==> config.mk <==
export PLATFORM = sky130hd
export DESIGN_NAME = telnet_option_parser_responder_unit
export DESIGN_NICKNAME = d
export VERILOG_FILES = /design/src/design/tnopr_pkg.sv /design/src/design/tnopr_front.sv /design/src/design/tnopr_jobq.sv /design/src/design/tnopr_back.sv /design/src/design/telnet_option_parser_responder_unit.sv
export SDC_FILE = /design/constraint.sdc
export NUM_CORES = 1
export LEC_CHECK = 0
export BUFFER_PORTS_ARGS = -buffer_cell sky130_fd_sc_hd__buf_2
export CORE_UTILIZATION = 50
export DETAILED_ROUTE_END_ITERATION = 8
export MAX_ROUTING_LAYER = met4
export PLACE_DENSITY = 0.63
export SLEW_MARGIN = 40
export SYNTH_ARGS = -nofsm -noshare
export SYNTH_HDL_FRONTEND = slang
export SYNTH_SLANG_ARGS = --single-unit
export TNS_END_PERCENT = 10
==> constraint.sdc <==
create_clock -name clk -period 9.9 [get_ports clk]
set_clock_uncertainty 0.2 [all_clocks]
set_input_delay 0.495 -clock clk [delete_from_list [all_inputs] [get_ports clk]]
set_output_delay 0.495 -clock clk [all_outputs]
set_load 0.03 [all_outputs]
==> src/design/tnopr_pkg.sv <==
// Shared types, byte codes and reply tables for the telnet option parser/responder.
// Used by every module in this folder; no dependencies of its own.
package tnopr_pkg;

	localparam logic [7:0] IAC = 8'hFF;
	localparam logic [7:0] SE  = 8'd240;
	localparam logic [7:0] NOP = 8'd241;
	localparam logic [7:0] GA  = 8'd249;
	localparam logic [7:0] SB  = 8'd250;
	localparam logic [7:0] WILL = 8'd251;
	localparam logic [7:0] WONT = 8'd252;
	localparam logic [7:0] DO  = 8'd253;
	localparam logic [7:0] DONT = 8'd254;

	localparam logic [7:0] OPT_BINARY = 8'd0;
	localparam logic [7:0] OPT_ECHO   = 8'd1;
	localparam logic [7:0] OPT_TTYPE  = 8'd24;
	localparam logic [7:0] OPT_NAWS   = 8'd31;

	// configuration register indexes
	localparam logic [1:0] CFG_ANSI_MODE   = 2'd0;
	localparam logic [1:0] CFG_NARROW      = 2'd1;
	localparam logic [1:0] CFG_AUTO_DL     = 2'd2;
	localparam int CFG_DATA_W = 1;

	// job queue between parser and reply generator; depth is a power of two
	localparam int JOBQ_DEPTH = 4;
	localparam int JOBQ_PTR_W = $clog2(JOBQ_DEPTH);
	localparam int JOBQ_CNT_W = $clog2(JOBQ_DEPTH + 1);

	typedef enum logic [3:0] {
		PH_IDLE    = 4'b0001,
		PH_CMD     = 4'b0010,
		PH_SUB     = 4'b0100,
		PH_SUB_IAC = 4'b1000
	} phase_t;

	typedef enum logic [2:0] {
		JOB_DISPLAY,
		JOB_SEND3,
		JOB_NAWS,
		JOB_TT_ANSI,
		JOB_TT_UNKNOWN
	} job_kind_t;

	// a: display byte, verb or width; b: option or height
	typedef struct packed {
		job_kind_t  kind;
		logic [7:0] a;
		logic [7:0] b;
		logic       echo;
		logic       start;
	} job_t;

	typedef struct packed {
		logic [7:0] rx_byte;
		logic       enter_hit;
	} req_t;

	typedef struct packed {
		logic [7:0] out_byte;
		logic       out_dest;
		logic       last_of_run;
		logic       local_echo;
		logic       start_download;
	} res_t;

	// index of the final byte of a job
	function automatic logic [3:0] job_last(input job_kind_t kind);
		case (kind)
			JOB_DISPLAY:    job_last = 4'd0;
			JOB_SEND3:      job_last = 4'd2;
			JOB_NAWS:       job_last = 4'd8;
			JOB_TT_ANSI:    job_last = 4'd9;
			JOB_TT_UNKNOWN: job_last = 4'd12;
			default:        job_last = 4'd0;
		endcase
	endfunction

	function automatic logic [7:0] job_byte(input job_t job, input logic [3:0] idx);
		logic [7:0] r;
		r = SE;
		case (job.kind)
			JOB_DISPLAY: r = job.a;
			JOB_SEND3: begin
				case (idx)
					4'd0:    r = IAC;
					4'd1:    r = job.a;
					default: r = job.b;
				endcase
			end
			JOB_NAWS: begin
				case (idx)
					4'd0:    r = IAC;
					4'd1:    r = SB;
					4'd2:    r = OPT_NAWS;
					4'd3:    r = 8'd0;
					4'd4:    r = job.a;
					4'd5:    r = 8'd0;
					4'd6:    r = job.b;
					4'd7:    r = IAC;
					default: r = SE;
				endcase
			end
			JOB_TT_ANSI: begin
				case (idx)
					4'd0:    r = IAC;
					4'd1:    r = SB;
					4'd2:    r = OPT_TTYPE;
					4'd3:    r = 8'd0;
					4'd4:    r = 8'h41; // A
					4'd5:    r = 8'h4E; // N
					4'd6:    r = 8'h53; // S
					4'd7:    r = 8'h49; // I
					4'd8:    r = IAC;
					default: r = SE;
				endcase
			end
			JOB_TT_UNKNOWN: begin
				case (idx)
					4'd0:    r = IAC;
					4'd1:    r = SB;
					4'd2:    r = OPT_TTYPE;
					4'd3:    r = 8'd0;
					4'd4:    r = 8'h55; // U
					4'd5:    r = 8'h4E; // N
					4'd6:    r = 8'h4B; // K
					4'd7:    r = 8'h4E; // N
					4'd8:    r = 8'h4F; // O
					4'd9:    r = 8'h57; // W
					4'd10:   r = 8'h4E; // N
					4'd11:   r = IAC;
					default: r = SE;
				endcase
			end
			default: r = SE;
		endcase
		return r;
	endfunction

endpackage

==> src/design/tnopr_front.sv <==
// Front end: telnet receive parser, option state and configuration registers.
// Turns each accepted byte into at most one reply job. Depends on tnopr_pkg.
module tnopr_front (
	input  logic                              clk,
	input  logic                              arst_n,
	input  logic                              accept,
	input  tnopr_pkg::req_t                   request,
	input  logic                              cfg_wen,
	input  logic [1:0]                        cfg_index,
	input  logic [tnopr_pkg::CFG_DATA_W-1:0]  cfg_data,
	output logic                              job_valid,
	output tnopr_pkg::job_t                   job
);
	import tnopr_pkg::*;

	phase_t     phase_q, phase_d;
	logic [1:0] pos_q, pos_d;
	logic [7:0] verb_q, verb_d;
	logic [7:0] opt_q, opt_d;
	logic       echo_q, echo_d;
	logic       supp_q, supp_d;
	logic       ansi_q, narrow_q, auto_q;

	logic       do_resp;
	logic [7:0] resp_opt;
	logic       start;
	logic [7:0] b;

	assign b = request.rx_byte;

	always_comb begin
		phase_d   = phase_q;
		pos_d     = pos_q;
		verb_d    = verb_q;
		opt_d     = opt_q;
		echo_d    = echo_q;
		supp_d    = supp_q;
		do_resp   = 1'b0;
		resp_opt  = opt_q;
		start     = 1'b0;
		job_valid = 1'b0;
		job       = '0;
		job.kind  = JOB_DISPLAY;

		case (phase_q)
			PH_IDLE: begin
				if (b == IAC) begin
					phase_d = PH_CMD;
					pos_d   = 2'd1;
				end else begin
					job_valid = 1'b1;
					job.a     = b;
				end
			end
			PH_CMD: begin
				if (pos_q == 2'd1) begin
					if (b == IAC) begin
						phase_d   = PH_IDLE;
						job_valid = 1'b1;
						job.a     = IAC;
					end else if (b inside {[NOP:GA]}) begin
						phase_d = PH_IDLE;
					end else begin
						verb_d = b;
						pos_d  = 2'd2;
						if (b == SB)
							phase_d = PH_SUB;
					end
				end else begin
					opt_d    = b;
					pos_d    = 2'd3;
					phase_d  = PH_IDLE;
					do_resp  = 1'b1;
					resp_opt = b;
				end
			end
			PH_SUB: begin
				// first byte after SB is the option, even if it is IAC
				if (pos_q == 2'd2) begin
					opt_d = b;
					pos_d = 2'd3;
				end
				if (b == IAC)
					phase_d = PH_SUB_IAC;
			end
			PH_SUB_IAC: begin
				if (b == SE) begin
					phase_d = PH_IDLE;
					do_resp = 1'b1;
				end else begin
					phase_d = PH_SUB;
				end
			end
			default: phase_d = PH_IDLE;
		endcase

		if (do_resp) begin
			case (verb_q)
				DO: begin
					job_valid = 1'b1;
					if (resp_opt == OPT_NAWS) begin
						job.kind = JOB_NAWS;
						job.a    = (ansi_q || !narrow_q) ? 8'd80 : 8'd40;
						job.b    = ansi_q ? 8'd25 : 8'd24;
					end else begin
						job.kind = JOB_SEND3;
						job.a    = (resp_opt == OPT_TTYPE || resp_opt == OPT_BINARY) ? WILL : WONT;
						job.b    = resp_opt;
					end
				end
				WILL: begin
					job_valid = 1'b1;
					job.kind  = JOB_SEND3;
					job.a     = DO;
					job.b     = resp_opt;
					if (resp_opt == OPT_ECHO)
						echo_d = 1'b0;
					if (resp_opt == OPT_BINARY) begin
						if (!request.enter_hit)
							supp_d = 1'b1;
						else if (auto_q && !supp_q)
							start = 1'b1;
					end
				end
				SB: begin
					if (resp_opt == OPT_TTYPE) begin
						job_valid = 1'b1;
						job.kind  = ansi_q ? JOB_TT_ANSI : JOB_TT_UNKNOWN;
					end
				end
				WONT: begin
					job_valid = 1'b1;
					job.kind  = JOB_SEND3;
					job.a     = DONT;
					job.b     = resp_opt;
					if (resp_opt == OPT_ECHO)
						echo_d = 1'b1;
				end
				DONT: begin
					job_valid = 1'b1;
					job.kind  = JOB_SEND3;
					job.a     = WONT;
					job.b     = resp_opt;
				end
				default: ;
			endcase
		end

		job.echo  = echo_d;
		job.start = start;
	end

	always_ff @(posedge clk or negedge arst_n) begin
		if (!arst_n) begin
			phase_q <= PH_IDLE;
			pos_q   <= 2'd0;
			verb_q  <= 8'd0;
			opt_q   <= 8'd0;
			echo_q  <= 1'b1;
			supp_q  <= 1'b0;
		end else if (accept) begin
			phase_q <= phase_d;
			pos_q   <= pos_d;
			verb_q  <= verb_d;
			opt_q   <= opt_d;
			echo_q  <= echo_d;
			supp_q  <= supp_d;
		end
	end

	always_ff @(posedge clk or negedge arst_n) begin
		if (!arst_n) begin
			ansi_q   <= 1'b1;
			narrow_q <= 1'b0;
			auto_q   <= 1'b1;
		end else if (cfg_wen) begin
			case (cfg_index)
				CFG_ANSI_MODE: ansi_q   <= cfg_data[0];
				CFG_NARROW:    narrow_q <= cfg_data[0];
				CFG_AUTO_DL:   auto_q   <= cfg_data[0];
				default: ;
			endcase
		end
	end

endmodule

==> src/design/tnopr_jobq.sv <==
// Small register queue of reply jobs between the parser and the reply generator.
// Depth set by JOBQ_DEPTH in tnopr_pkg.
module tnopr_jobq (
	input  logic            clk,
	input  logic            arst_n,
	input  logic            wr_en,
	input  tnopr_pkg::job_t wr_job,
	output logic            full,
	input  logic            rd_en,
	output logic            avail,
	output tnopr_pkg::job_t rd_job
);
	import tnopr_pkg::*;

	job_t                  slot_q [JOBQ_DEPTH];
	logic [JOBQ_PTR_W-1:0] wr_ptr_q, rd_ptr_q;
	logic [JOBQ_CNT_W-1:0] count_q;
	logic                  do_wr, do_rd;

	assign full   = (count_q == JOBQ_CNT_W'(JOBQ_DEPTH));
	assign avail  = (count_q != '0);
	assign rd_job = slot_q[rd_ptr_q];
	assign do_wr  = wr_en && !full;
	assign do_rd  = rd_en && avail;

	always_ff @(posedge clk) begin
		if (do_wr)
			slot_q[wr_ptr_q] <= wr_job;
	end

	always_ff @(posedge clk or negedge arst_n) begin
		if (!arst_n) begin
			wr_ptr_q <= '0;
			rd_ptr_q <= '0;
			count_q  <= '0;
		end else begin
			if (do_wr)
				wr_ptr_q <= wr_ptr_q + 1'b1;
			if (do_rd)
				rd_ptr_q <= rd_ptr_q + 1'b1;
			case ({do_wr, do_rd})
				2'b10:   count_q <= count_q + 1'b1;
				2'b01:   count_q <= count_q - 1'b1;
				default: ;
			endcase
		end
	end

endmodule

==> src/design/tnopr_back.sv <==
// Back end: expands one job into its result bytes into an output register, one per cycle
// while it is free or popped. Depends on tnopr_pkg for job_t, res_t and the reply tables.
module tnopr_back (
	input  logic            clk,
	input  logic            arst_n,
	input  logic            job_avail,
	input  tnopr_pkg::job_t job_in,
	output logic            job_take,
	input  logic            pop,
	output logic            empty,
	output tnopr_pkg::res_t result
);
	import tnopr_pkg::*;

	job_t       cur_q;
	logic       cur_valid_q;
	logic [3:0] idx_q;
	logic       out_valid_q;
	res_t       out_q;
	logic       out_ready, emit, is_last;
	res_t       next_res;

	assign out_ready = !out_valid_q || pop;
	assign is_last   = (idx_q == job_last(cur_q.kind));
	assign emit      = cur_valid_q && out_ready;
	// refill while the current job hands out its final byte
	assign job_take  = job_avail && (!cur_valid_q || (emit && is_last));

	always_comb begin
		next_res.out_byte       = job_byte(cur_q, idx_q);
		next_res.out_dest       = (cur_q.kind != JOB_DISPLAY);
		next_res.last_of_run    = is_last;
		next_res.local_echo     = cur_q.echo;
		next_res.start_download = cur_q.start;
	end

	always_ff @(posedge clk) begin
		if (job_take)
			cur_q <= job_in;
		if (emit)
			out_q <= next_res;
	end

	always_ff @(posedge clk or negedge arst_n) begin
		if (!arst_n) begin
			cur_valid_q <= 1'b0;
			idx_q       <= 4'd0;
			out_valid_q <= 1'b0;
		end else begin
			if (job_take) begin
				cur_valid_q <= 1'b1;
				idx_q       <= 4'd0;
			end else if (emit) begin
				if (is_last)
					cur_valid_q <= 1'b0;
				else
					idx_q <= idx_q + 4'd1;
			end
			if (emit)
				out_valid_q <= 1'b1;
			else if (pop)
				out_valid_q <= 1'b0;
		end
	end

	assign empty  = !out_valid_q;
	assign result = out_q;

endmodule

==> src/design/telnet_option_parser_responder_unit.sv <==
// Telnet receive parser and option responder, top level.
// Jobs pass the job queue, current-job and output registers. Throughput: one request
// per cycle while the 4-job queue has room; the reply generator sends one result per
// cycle unless pop stalls it (up to 13 for one request), so long replies hold the queue.
// Reset (arst_n low, asynchronous): parser idle, echo on, queues empty, config at defaults.
module telnet_option_parser_responder_unit (
	input  logic                              clk,
	input  logic                              arst_n,
	// request side
	input  logic                              push,
	input  tnopr_pkg::req_t                   request,
	output logic                              full,
	// result side
	output logic                              empty,
	input  logic                              pop,
	output tnopr_pkg::res_t                   result,
	// configuration writes
	input  logic                              cfg_wen,
	input  logic [1:0]                        cfg_index,
	input  logic [tnopr_pkg::CFG_DATA_W-1:0]  cfg_data
);
	import tnopr_pkg::*;

	logic accept;
	logic front_job_valid;
	job_t front_job;
	logic q_full, q_avail, q_take;
	job_t q_job;

	// A request is taken whenever the job queue has a free slot; it does not
	// matter whether the request produces a job, so full is only queue state.
	assign full   = q_full;
	assign accept = push && !q_full;

	// parser: phase, command position, verb/option, echo and suppression state
	tnopr_front u_front (
		.clk       (clk),
		.arst_n    (arst_n),
		.accept    (accept),
		.request   (request),
		.cfg_wen   (cfg_wen),
		.cfg_index (cfg_index),
		.cfg_data  (cfg_data),
		.job_valid (front_job_valid),
		.job       (front_job)
	);

	// decouples byte parsing from multi-byte reply generation
	tnopr_jobq u_jobq (
		.clk    (clk),
		.arst_n (arst_n),
		.wr_en  (accept && front_job_valid),
		.wr_job (front_job),
		.full   (q_full),
		.rd_en  (q_take),
		.avail  (q_avail),
		.rd_job (q_job)
	);

	// reply generator and output register
	tnopr_back u_back (
		.clk       (clk),
		.arst_n    (arst_n),
		.job_avail (q_avail),
		.job_in    (q_job),
		.job_take  (q_take),
		.pop       (pop),
		.empty     (empty),
		.result    (result)
	);

endmodule
==> impl_results.md, run 1 <==
* Run status: finished, violations left
* Average vias per placed instance at ~6.1
* H-tree Lvls at 4
* RSZ-0062 raised after global routing: false
* Total vias in the final route at 5047
* P&R area growth vs syn at 11.8%
* Most frequent cells after synthesis: edfxtp_1 (117), nand2_1 (58), nor2_1 (43)
* Vias in the first global route at approximately 5000
* Hold crit path type: input port to flip-flop
* Final total power at approximately 2500 µW
* DRC violations left at 5
* Detailed-route wire length per cell at around 20 µm
* Post-synth EDFFs at roughly 120
* Fraction of layout cells with a size suffix above 1 at 20.5%
* Die width at 126 µm
* Clock transition at the registers of the reported paths at 0.06 ns
* Setup TNS at 0 ns
* Full die area at between 15000 and 20000 µm²
* Worst path required time at 10.04 ns
* Pwr dens at 296 nW/µm²
* All-Layer GR Usage at 23.7%
* WL final at 16800 µm
* Avg Cell Area, Syn at between 10 and 15 µm²
* Post-layout min period at roughly 3.5 ns
* CP endpoint kind: flip-flop
* Top_reg_cell synth: edfxtp_1
* Sequential area share after synthesis at between 50% and 60%
* DRT iter0 DRCs at around 450
* Die height at roughly 130 µm
* CP Max Fanout at 28
* Final Util at 58.0%
* Clk sink count at between 150 and 200
* DRT antenna net count at 0
* # rows at 44
* Final GP Congestion at a little over 0.9
* Worst Setup Path Type: flip-flop to flip-flop
* HPWL after detailed placement at ~12000 µm
* Final nets at 659
* Drt first pass iters at 6
* Worst slew margin at 43.6%
* Clk_lat worst skew at approximately 0.42 ns
* Largest net degree at the start of global routing at slightly above 40
* Max IR drop VDD at between 100 and 150 µV
* Total of warnings raised by yosys at 0
* Measured slew at the worst slew-check pin at between 0.8 and 0.9 ns
* Mapped Cells at 605
* R2R Setup Slk at around 6.4 ns
* Maximum buffer depth of the clock tree at 2
* Net Count, Synth at between 600 and 700
* CP Data Arrival Time at 3.68 ns
* CP Launch Type: flip-flop
* CTS tree: yes
* First-pass GRT wire length at 27400 µm
* Num ports at 31
* Asr flop ratio synth at 25.5%
* Slew Limit Fails at 0
* Cell Area, Synth at 7630 µm²
* IO Port Bufs at 30
* P_leak at 0.00307 µW
* Diode count at 0
* CTS resizes at 0
* Final setup vio count at 0
* Footprint of the multi-input gates at 2930 µm²
* F_max at ~280 MHz
* Final critical-path share of the clock period at about 36%
* Initial Utilization at between 50% and 60%
* Failing checks: design-rule violations
* Layout fillers at between 1000 and 1500
* Area share of the largest cell type after synthesis at a little under half
* Distinct cells, synth at 73
* Root buffer cell: clkbuf_16
* Cell taking the most area after synthesis: edfxtp_1
* Seq. cell area at roughly 4500 µm²
* # Max-Cap Violations at 0
* #FFs+latches synth at 157
* Largest cells by area after synthesis: edfxtp_1 (46%), dfrtp_1 (12%), mux4_2 (6.2%)
* Grt ovf at 0
* Count leader, synth: edfxtp_1
* Num CTS Buffers at 17
* CORE AREA at around 15000 µm²
* Initial antenna violation count at 0
* Hold Fails Final Rpt at 0
[per-stage QoR]
step	setup WS (ns)	std cells	instance area, µm²	hold WS [ns]
floorplan	5.87	605	7630	-0.000591
global placement	6.11	794	7920	0.209
detailed placement	6.31	794	7940	0.209
CTS	6.33	827	8520	0.0722
global route	6.09	827	8530	0.0718
finish	6.36	827	8530	0.0925
[critical path: stages (launching register included)]
cell	delay [ns]
edfxtp_1	0.56
or3b_2	0.63
nor4_1	0.31
o211ai_1	0.15
o211ai_1	0.13
buf_4	0.36
ha_1	0.25
inv_1	0.07
fa_1	0.39
xor2_1	0.16
nor2_1	0.11
xor2_1	0.14
[power by group]
group / internal, µW / switching (µW) / total, µW / leakage (µW)
registers: 905 / 147 / 1050 / 0.00156
logic: 348 / 498 / 845 / 0.00124
clock network: 363 / 264 / 627 / 0.000275
[cell families after synthesis]
kind of cell,count (synthesis),synth area share (%)
and+or+nand+nor,192,12.9
xor gates and xnor gates,14,1.61
buffers and inverters,52,2.67
AOI/OAI and AO/OA,132,11.7
DFF,157,59.2
muxes,46,9.86
adders and majority gates,12,2.07
[sequential cells by signal, summed over array words and instances (netlist names), 3 cells and up]
register,cells
u_back.idx_q,4
u_front.phase_q,4
u_back.cur_q,21
u_front.verb_q,8
u_jobq.count_q,3
u_jobq.slot_q,84
u_front.opt_q,8
u_back.result,12
[layout make-up]
type,instances,area share (%)
sequential,157,53.0
multi-input combinational,396,34.3
clock buffer,21,5.40
tap,184,2.70
timing repair buffer,35,2.26
clock inverter,11,1.31
inverter,23,1.01
[worst paths after layout]
check,cells after the start,startpoint,to
max,11,u_back.cur_q[20],u_jobq.count_q[2]
min,2,request[0],u_front.supp_q
max reg2reg,11,u_back.cur_q[20],u_jobq.count_q[2]
min reg2reg,0,u_back.cur_q[0],u_back.result[0]
max in group asynchronous,2,arst_n,u_jobq.rd_ptr_q[1]
min in group asynchronous,2,arst_n,u_back.cur_valid_q
[routing by layer]
layer | up-vias | part of all wire (%) | wire [µm] | track usage (%)
met3 | 35 | 3.2 | 537 | 4.84
met1 | 2510 | 44 | 7330 | 29.7
met2 | 139 | 50 | 8360 | 37.5
met4 | 0 | 3.1 | 527 | 10.5
li1 | 2363 | - | - | -
met5 | - | 0 | 0 | -
[placed cells by master, fill, tap and decap left out, drive strengths merged, types with 5 or more instances in the layout]
cell and instances:
edfxtp 117, nand2 58, nor2 43, a21oi 37, dfrtp 36, buf 34
o21ai 29, inv 25, mux4 21, clkbuf 21, mux2 20, nor3 18
ha 11, xnor2 9, a21o 8, nor4 8, nor2b 7, and2 7
nand2b 6, or2 6, and3 6, clkinv 6, xor2 5, o211ai 5
or3 5, mux2i 5, nand4 5, o31ai 5
[what timing repair did]
item | CTS | global route
setup buffers | 0 | 0
endpoints found under the hold margin | 36 | 0
hold buffers | 1 | 0
(Power assumes the default switching activity.)
==> inputs of run 2 (changes only) <==
- PLACE_DENSITY: 0.63 -> 0.65
- clock period: 9.9 -> 3.05 ns (I/O delays scaled with it)
==> impl_results.md, run 2 (synthesis results as in run 1) <==
* Run status: finished, violations left (unchanged)
* Failing checks: design-rule violations (unchanged)
* Dpl ws at -0.104 ns (was 6.31 ns)
* Sw power at 3080 µW (was 908 µW)
* Average vias per placed instance at 5.97 (was 6.10)
* Worst path required time at 3.16 ns (was 10.04 ns)
* FF-to-FF path depth at 12 (was 11)
* Total vias in the final route at 5322 (was 5047)
* Fraction of layout cells with a size suffix above 1 at 25.8% (was 20.5%)
* Footprint of the multi-input gates at 2960 µm² (was 2930 µm²)
* Commonest non-fill, non-tap cell in the layout: edfxtp_1 (unchanged)
* Pwr dens at 933 nW/µm² (was 296 nW/µm²)
* Num CTS Buffers at 17 (unchanged)
* Num ports at 31 (unchanged)
* Drt first pass iters at 7 (was 6)
* Layout fillers at 1117 (was 1203)
* HPWL after detailed placement at 11900 µm (was 11800 µm)
* Combinational fraction of design power at 37.8% (was 33.5%)
* Final nets at 724 (was 659)
* # rows at 44 (unchanged)
* Maximum buffer depth of the clock tree at 2 (unchanged)
* Hold crit path type: input port to asynchronous set/reset pin (was input port to flip-flop)
* H-tree Lvls at 4 (unchanged)
* CP endpoint kind: flip-flop (unchanged)
* Reg-to-reg endpoint: u_jobq.count_q[2] (unchanged)
* Initial Utilization at 51.9% (unchanged)
* RSZ-0062 raised after global routing: true (was false)
* Sequential share of power at 37.5% (was 41.7%)
* Max IR drop VDD at 531 µV (was 134 µV)
* Worst slew margin at 57.9% (was 43.6%)
* Post-layout min period at just over 3 ns
* Die width at 126 µm (unchanged)
* Final setup vio count at 0 (unchanged)
* Diode count at 0 (unchanged)
* All-Layer GR Usage at 23.8% (was 23.7%)
* Largest register FFs at 84 (unchanged)
* Placed cell count at 841 (was 794)
* Final critical-path share of the clock period at a little over nine tenths
* Slew Limit Fails at 0 (unchanged)
* Seq. cell area at 4520 µm² (about the same)
* Power Internal at 5480 µW (was 1620 µW)
* IO Port Bufs at 30 (unchanged)
* CORE AREA at 14700 µm² (unchanged)
* DRT antenna net count at 0 (unchanged)
* CP Data Arrival Time at 3.12 ns (was 3.68 ns)
* Clock transition at the registers of the reported paths at 0.07 ns (was 0.06 ns)
* Grt ovf at 0 (unchanged)
* F_max at roughly 330 MHz
* CP Launch Type: input port (was flip-flop)
* Worst Setup Path Type: input port to flip-flop (was flip-flop to flip-flop)
* Finished Layout Cells at 892 (was 827)
* Final GP Congestion at 0.935 (was 0.913)
* CTS tree: yes (unchanged)
* Die height at 126 µm (unchanged)
* DRC violations left at 1 (was 5)
* WL final at 16800 µm (about the same)
* Measured slew at the worst slew-check pin at 0.627 ns (was 0.840 ns)
* Final total power at 8560 µW (was 2520 µW)
* Most frequent cells in the layout: edfxtp_1 (117), nand2_1 (58), buf_4 (49) (was edfxtp_1 (117), nand2_1 (58), nor2_1 (43))
* CP max stage cell: dlygate4sd3_1 (was or3b_2)
* Detailed-route wire length per cell at 18.9 µm (was 20.3 µm)
* Largest Register: u_jobq.slot_q (unchanged)
* Critical path's top delay family: buffers and inverters (was simple AND/OR/NAND/NOR gates)
* Sw frac at 36.0% (about the same)
* Critical Path, Cell by Cell: buf_2 > dlygate4sd3_1 > buf_4 > nor4_1 > nand4_1 > a21oi_1 > o21ai_2 > a21oi_4 > inv_1 > ha_1 > inv_1 > fa_2 > xor2_1 > nor2_1 > xor2_1 (was or3b_2 > nor4_1 > o211ai_1 > o211ai_1 > buf_4 > ha_1 > inv_1 > fa_1 > xor2_1 > nor2_1 > xor2_1)
* Full die area at 15800 µm² (unchanged)
* CP Max Fanout at 10 (was 28)
* Largest net degree at the start of global routing at 41 (unchanged)
* Clk_lat worst skew at 0.43 ns (was 0.42 ns)
* P_leak at 0.00341 µW (was 0.00307 µW)
* Root buffer cell: clkbuf_16 (unchanged)
* Setup TNS at 0 ns (unchanged)
* Slowest stage delay, CP at 0.55 ns (was 0.63 ns)
* Critical path buffers and inverters at 5 (was 2)
* First-pass GRT wire length at 27800 µm (was 27400 µm)
* Reg2reg start: u_front.phase_q[3] (was u_back.cur_q[20])
* Vias in the first global route at 5427 (was 5035)
* Clk sink count at 157 (unchanged)
* Clock share of power at 24.7% (was 24.8%)
* Hold Fails Final Rpt at 0 (unchanged)
* P&R area growth vs syn at 20.3% (was 11.8%)
* R2R Setup Slk at 0.05 ns (was 6.36 ns)
* Initial antenna violation count at 0 (unchanged)
* Setup slack after layout at 0.0325 ns (was 6.36 ns)
* # Max-Cap Violations at 0 (unchanged)
* DRT iter0 DRCs at 436 (was 445)
## run 2: cell count changes in the layout (fill, tap and decap cells not counted), moves of 3 or more
cell           previous run  this run
and2_2                    4         0
dlygate4sd3_1             1        18
and2_1                    3         7
buf_12                    0         4
buf_4                     5        49
clkinv_8                  0         3
inv_8                     0         4
## run 2: worst max path at each step
stage	from	end	slack (ns)	depth (start not counted)
floorplan	u_back.idx_q[0]	u_jobq.count_q[2]	-0.82	11
global placement	u_front.phase_q[0]	u_jobq.count_q[2]	-0.03	12
detailed placement	u_front.phase_q[3]	u_jobq.count_q[1]	-0.10	10
CTS	u_front.phase_q[0]	u_jobq.count_q[2]	0.02	12
global route	u_front.phase_q[3]	u_jobq.count_q[1]	-0.09	10
finish	request[2]	u_jobq.count_q[2]	0.03	15
## run 2: metal layers
layer / GRT usage (%) / wire (µm)
met4: 10.2 / 437
met5: - / 0
met3: 5.52 / 695
met2: 40.7 / 8720
met1: 26.8 / 6980
## run 2: per-stage QoR
step | utilization, % | area (µm²) | hold slack [ns]
2_1_floorplan | - | 7660 | -0.343
3_5_place_dp | 56.8 | 8340 | -0.0316
3_3_place_gp | 56.7 | 8340 | 0.127
5_1_grt | 62.4 | 9180 | 0.0878
4_1_cts | 62.3 | 9160 | 0.0496
6_report | 62.4 | 9180 | 0.0410
## run 2: what timing repair did
| action | 4_1_cts | 5_1_grt |
|---|---|---|
| setup endpoints to repair | 2 | 26 |
| pin swaps | 4 | 2 |
| setup buffers | 1 | 0 |
| hold endpoints to repair | 66 | 0 |
| hold buffers | 18 | 0 |
| gates resized for setup | 4 | 3 |
## run 2: cell type report
type	instances	share of cell area, %
clock buffers	18	4.68
clock inverters	14	1.91
inverters	23	0.941
multi-input cells	396	32.3
flip-flops and latches	157	49.3
well taps	184	2.51
repair buffers	100	8.43
## run 2: power by group through the flow
stage          Clock [µW]  Sequential (µW)  Combinational (µW)
2_1_floorplan           0             3280                2160
3_3_place_gp            0             3220                3140
3_5_place_dp            0             3250                3170
4_1_cts              2160             3210                3220
5_1_grt              2250             3270                3530
6_report             2110             3210                3240
==> inputs of run 3 (changes only) <==
- BUFFER_PORTS_ARGS: -buffer_cell sky130_fd_sc_hd__buf_2 -> -buffer_cell sky130_fd_sc_hd__clkbuf_2
- CELL_PAD_IN_SITES_DETAIL_PLACEMENT: unset -> 1
- CELL_PAD_IN_SITES_GLOBAL_PLACEMENT: unset -> 1
- CORE_UTILIZATION: 50 -> 46
- PLACE_DENSITY: 0.65 -> 0.72
==> impl_results.md, run 3 (synthesis results as in run 1) <==
* Run status: completed (was finished, violations left)
* Final GP Congestion at 0.909 (was 0.935)
* Total vias in the final route at 5365 (was 5322)
* Die height at 131 µm (was 126 µm)
* All-Layer GR Usage at 25.1% (was 23.8%)
* First-pass GRT wire length at 30600 µm (was 27800 µm)
* Vias in the first global route at 5653 (was 5427)
* Setup TNS at 0 ns (unchanged)
* H-tree Lvls at 4 (unchanged)
* Diode count at 0 (unchanged)
* R2R Setup Slk at 0.07 ns (was 0.05 ns)
* # Max-Cap Violations at 0 (unchanged)
* Largest net degree at the start of global routing at 35 (was 41)
* Reg2reg start: u_front.phase_q[3] (unchanged)
* Sw power at 3160 µW (was 3080 µW)
* Final Util at 57.8% (was 62.4%)
* Pwr dens at 926 nW/µm² (was 933 nW/µm²)
* Grt ovf at 0 (unchanged)
* Layout fillers at 1622 (was 1117)
* Sw frac at 36.8% (was 36.0%)
* Drt first pass iters at 4 (was 7)
* Clk_lat worst skew at 0.43 ns (about the same)
* Worst hold margin at 0.0597 ns (was 0.0410 ns)
* Largest Register: u_jobq.slot_q (unchanged)
* CP Launch Type: flip-flop (was input port)
* WL final at 19100 µm (was 16800 µm)
* Initial antenna violation count at 0 (unchanged)
* Hold Fails Final Rpt at 0 (unchanged)
* Seq. cell area at 4520 µm² (unchanged)
* Num CTS Buffers at 17 (unchanged)
* Max IR drop VDD at 462 µV (was 531 µV)
* Detailed-route wire length per cell at 20.5 µm (was 18.9 µm)
* Num ports at 31 (unchanged)
* DRT iter0 DRCs at 294 (was 436)
* RSZ-0062 raised after global routing: true (unchanged)
* Placed cell count at 879 (was 841)
* Maximum buffer depth of the clock tree at 2 (unchanged)
* Die width at 131 µm (was 126 µm)
* Post-layout min period at 2.98 ns (was 3.02 ns)
* Final setup vio count at 0 (unchanged)
* DRT antenna net count at 0 (unchanged)
* Full die area at 17100 µm² (was 15800 µm²)
* FF-to-FF path depth at 12 (unchanged)
* Hold crit path type: input port to asynchronous set/reset pin (unchanged)
* Footprint of the multi-input gates at 3010 µm² (was 2960 µm²)
* Design area at 9280 µm² (was 9180 µm²)
* Measured slew at the worst slew-check pin at 0.698 ns (was 0.627 ns)
* F_max at 336 MHz (was 331 MHz)
* HPWL after detailed placement at 13500 µm (was 11900 µm)
* Worst path required time at 3.16 ns (about the same)
* DRC violations left at 0 (was 1)
* Clock transition at the registers of the reported paths at 0.07 ns (about the same)
* CORE AREA at 16100 µm² (was 14700 µm²)
* Slew Limit Fails at 0 (unchanged)
* CP Data Arrival Time at 3.09 ns (was 3.12 ns)
* Largest register FFs at 84 (unchanged)
* Clk sink count at 157 (unchanged)
* Fraction of layout cells with a size suffix above 1 at 28.1% (was 25.8%)
* P_leak at 0.00343 µW (was 0.00341 µW)
* Final critical-path share of the clock period at 97.7% (was 98.9%)
* Clock share of power at 22.7% (was 24.7%)
* Initial Utilization at 47.5% (was 51.9%)
* Combinational fraction of design power at 39.6% (was 37.8%)
* # rows at 46 (was 44)
* CP endpoint kind: flip-flop (unchanged)
* Finished Layout Cells at 931 (was 892)
* Placed instance area at 8440 µm² (was 8340 µm²)
* CTS tree: yes (unchanged)
* Power Internal at 5430 µW (was 5480 µW)
* Worst Setup Path Type: flip-flop to flip-flop (was input port to flip-flop)
* Root buffer cell: clkbuf_16 (unchanged)
* Reg-to-reg endpoint: u_jobq.count_q[2] (unchanged)
* Commonest non-fill, non-tap cell in the layout: edfxtp_1 (unchanged)
* Final nets at 732 (was 724)
* Average vias per placed instance at 5.76 (was 5.97)
* Sequential share of power at 37.7% (was 37.5%)
* CP Max Fanout at 2 (was 10)
* Most frequent cells in the layout: edfxtp_1 (117), nand2_1 (58), buf_4 (54) (was edfxtp_1 (117), nand2_1 (58), buf_4 (49))
* IO Port Bufs at 30 (unchanged)
* Worst slew margin at 53.1% (was 57.9%)
* P&R area growth vs syn at 21.6% (was 20.3%)
## run 3: cell types whose count changed in the layout (fill, tap and decap cells not counted), sizes merged
| cell | delta |
|---|---|
| bufinv | -1 |
| clkinvlp | +3 |
| clkinv | -2 |
| inv | -1 |
| buf | -22 |
| clkbuf | +30 |
## run 3: worst max path at each step
stage,depth (start not counted),from,slack (ns),end
after floorplan,11,u_back.idx_q[0],-0.82,u_jobq.count_q[2]
final,12,u_front.phase_q[3],0.07,u_jobq.count_q[2]
after detailed placement,12,u_front.phase_q[3],-0.09,u_jobq.count_q[2]
after CTS,14,request[5],0.02,u_jobq.count_q[2]
after global placement,12,u_front.phase_q[0],-0.05,u_jobq.count_q[2]
after global routing,13,u_front.phase_q[3],-0.1,u_jobq.count_q[2]
## run 3: area by class of cell
cell class / count / area share (%)
clock buffers: 18 / 4.63
clock inverters: 13 / 1.19
inverters: 23 / 0.931
multi-input cells: 396 / 32.5
flip-flops and latches: 157 / 48.7
well taps: 216 / 2.91
repair buffers: 108 / 9.16
## run 3: worst max-delay path, cell delays in order, from the launching register on
cell and delay (ns):
dfrtp_1 0.38, or4b_4 0.54, or4_4 0.44, a21boi_4 0.18
o21ai_2 0.10, a21oi_4 0.19, inv_2 0.07, ha_4 0.16
inv_2 0.05, fa_2 0.18, xor2_1 0.14, nor2_1 0.07
xor2_1 0.16
## run 3: layer usage
metal | part of all wire (%) | track usage, %
met5 | 0 | -
met4 | 3.2 | 12.2
met3 | 2.7 | 4.85
met2 | 52 | 41.7
met1 | 42 | 29.3
## run 3: through the flow
stage	setup WS, ns	power, µW
2_1_floorplan	-0.816	5440
3_3_place_gp	-0.0508	6410
3_5_place_dp	-0.0949	6550
4_1_cts	0.0153	8560
5_1_grt	-0.0989	9080
6_report	0.0700	8590
## run 3: power groups by stage
stage | combinational, µW | clock, µW | sequential [µW]
6_report | 3400 | 1950 | 3230
5_1_grt | 3730 | 2060 | 3290
4_1_cts | 3340 | 1990 | 3230
3_5_place_dp | 3280 | 0 | 3260
3_3_place_gp | 3200 | 0 | 3220
2_1_floorplan | 2160 | 0 | 3280
## run 3: repair_timing
| item | 4_1_cts | 5_1_grt |
|---|---|---|
| pin swaps | 3 | 7 |
| setup buffers | 2 | 1 |
| hold buffers | 18 | 0 |
| endpoints found under the hold margin | 66 | 0 |
| gates resized for setup | 1 | 20 |
| endpoints found under the setup margin | 2 | 46 |
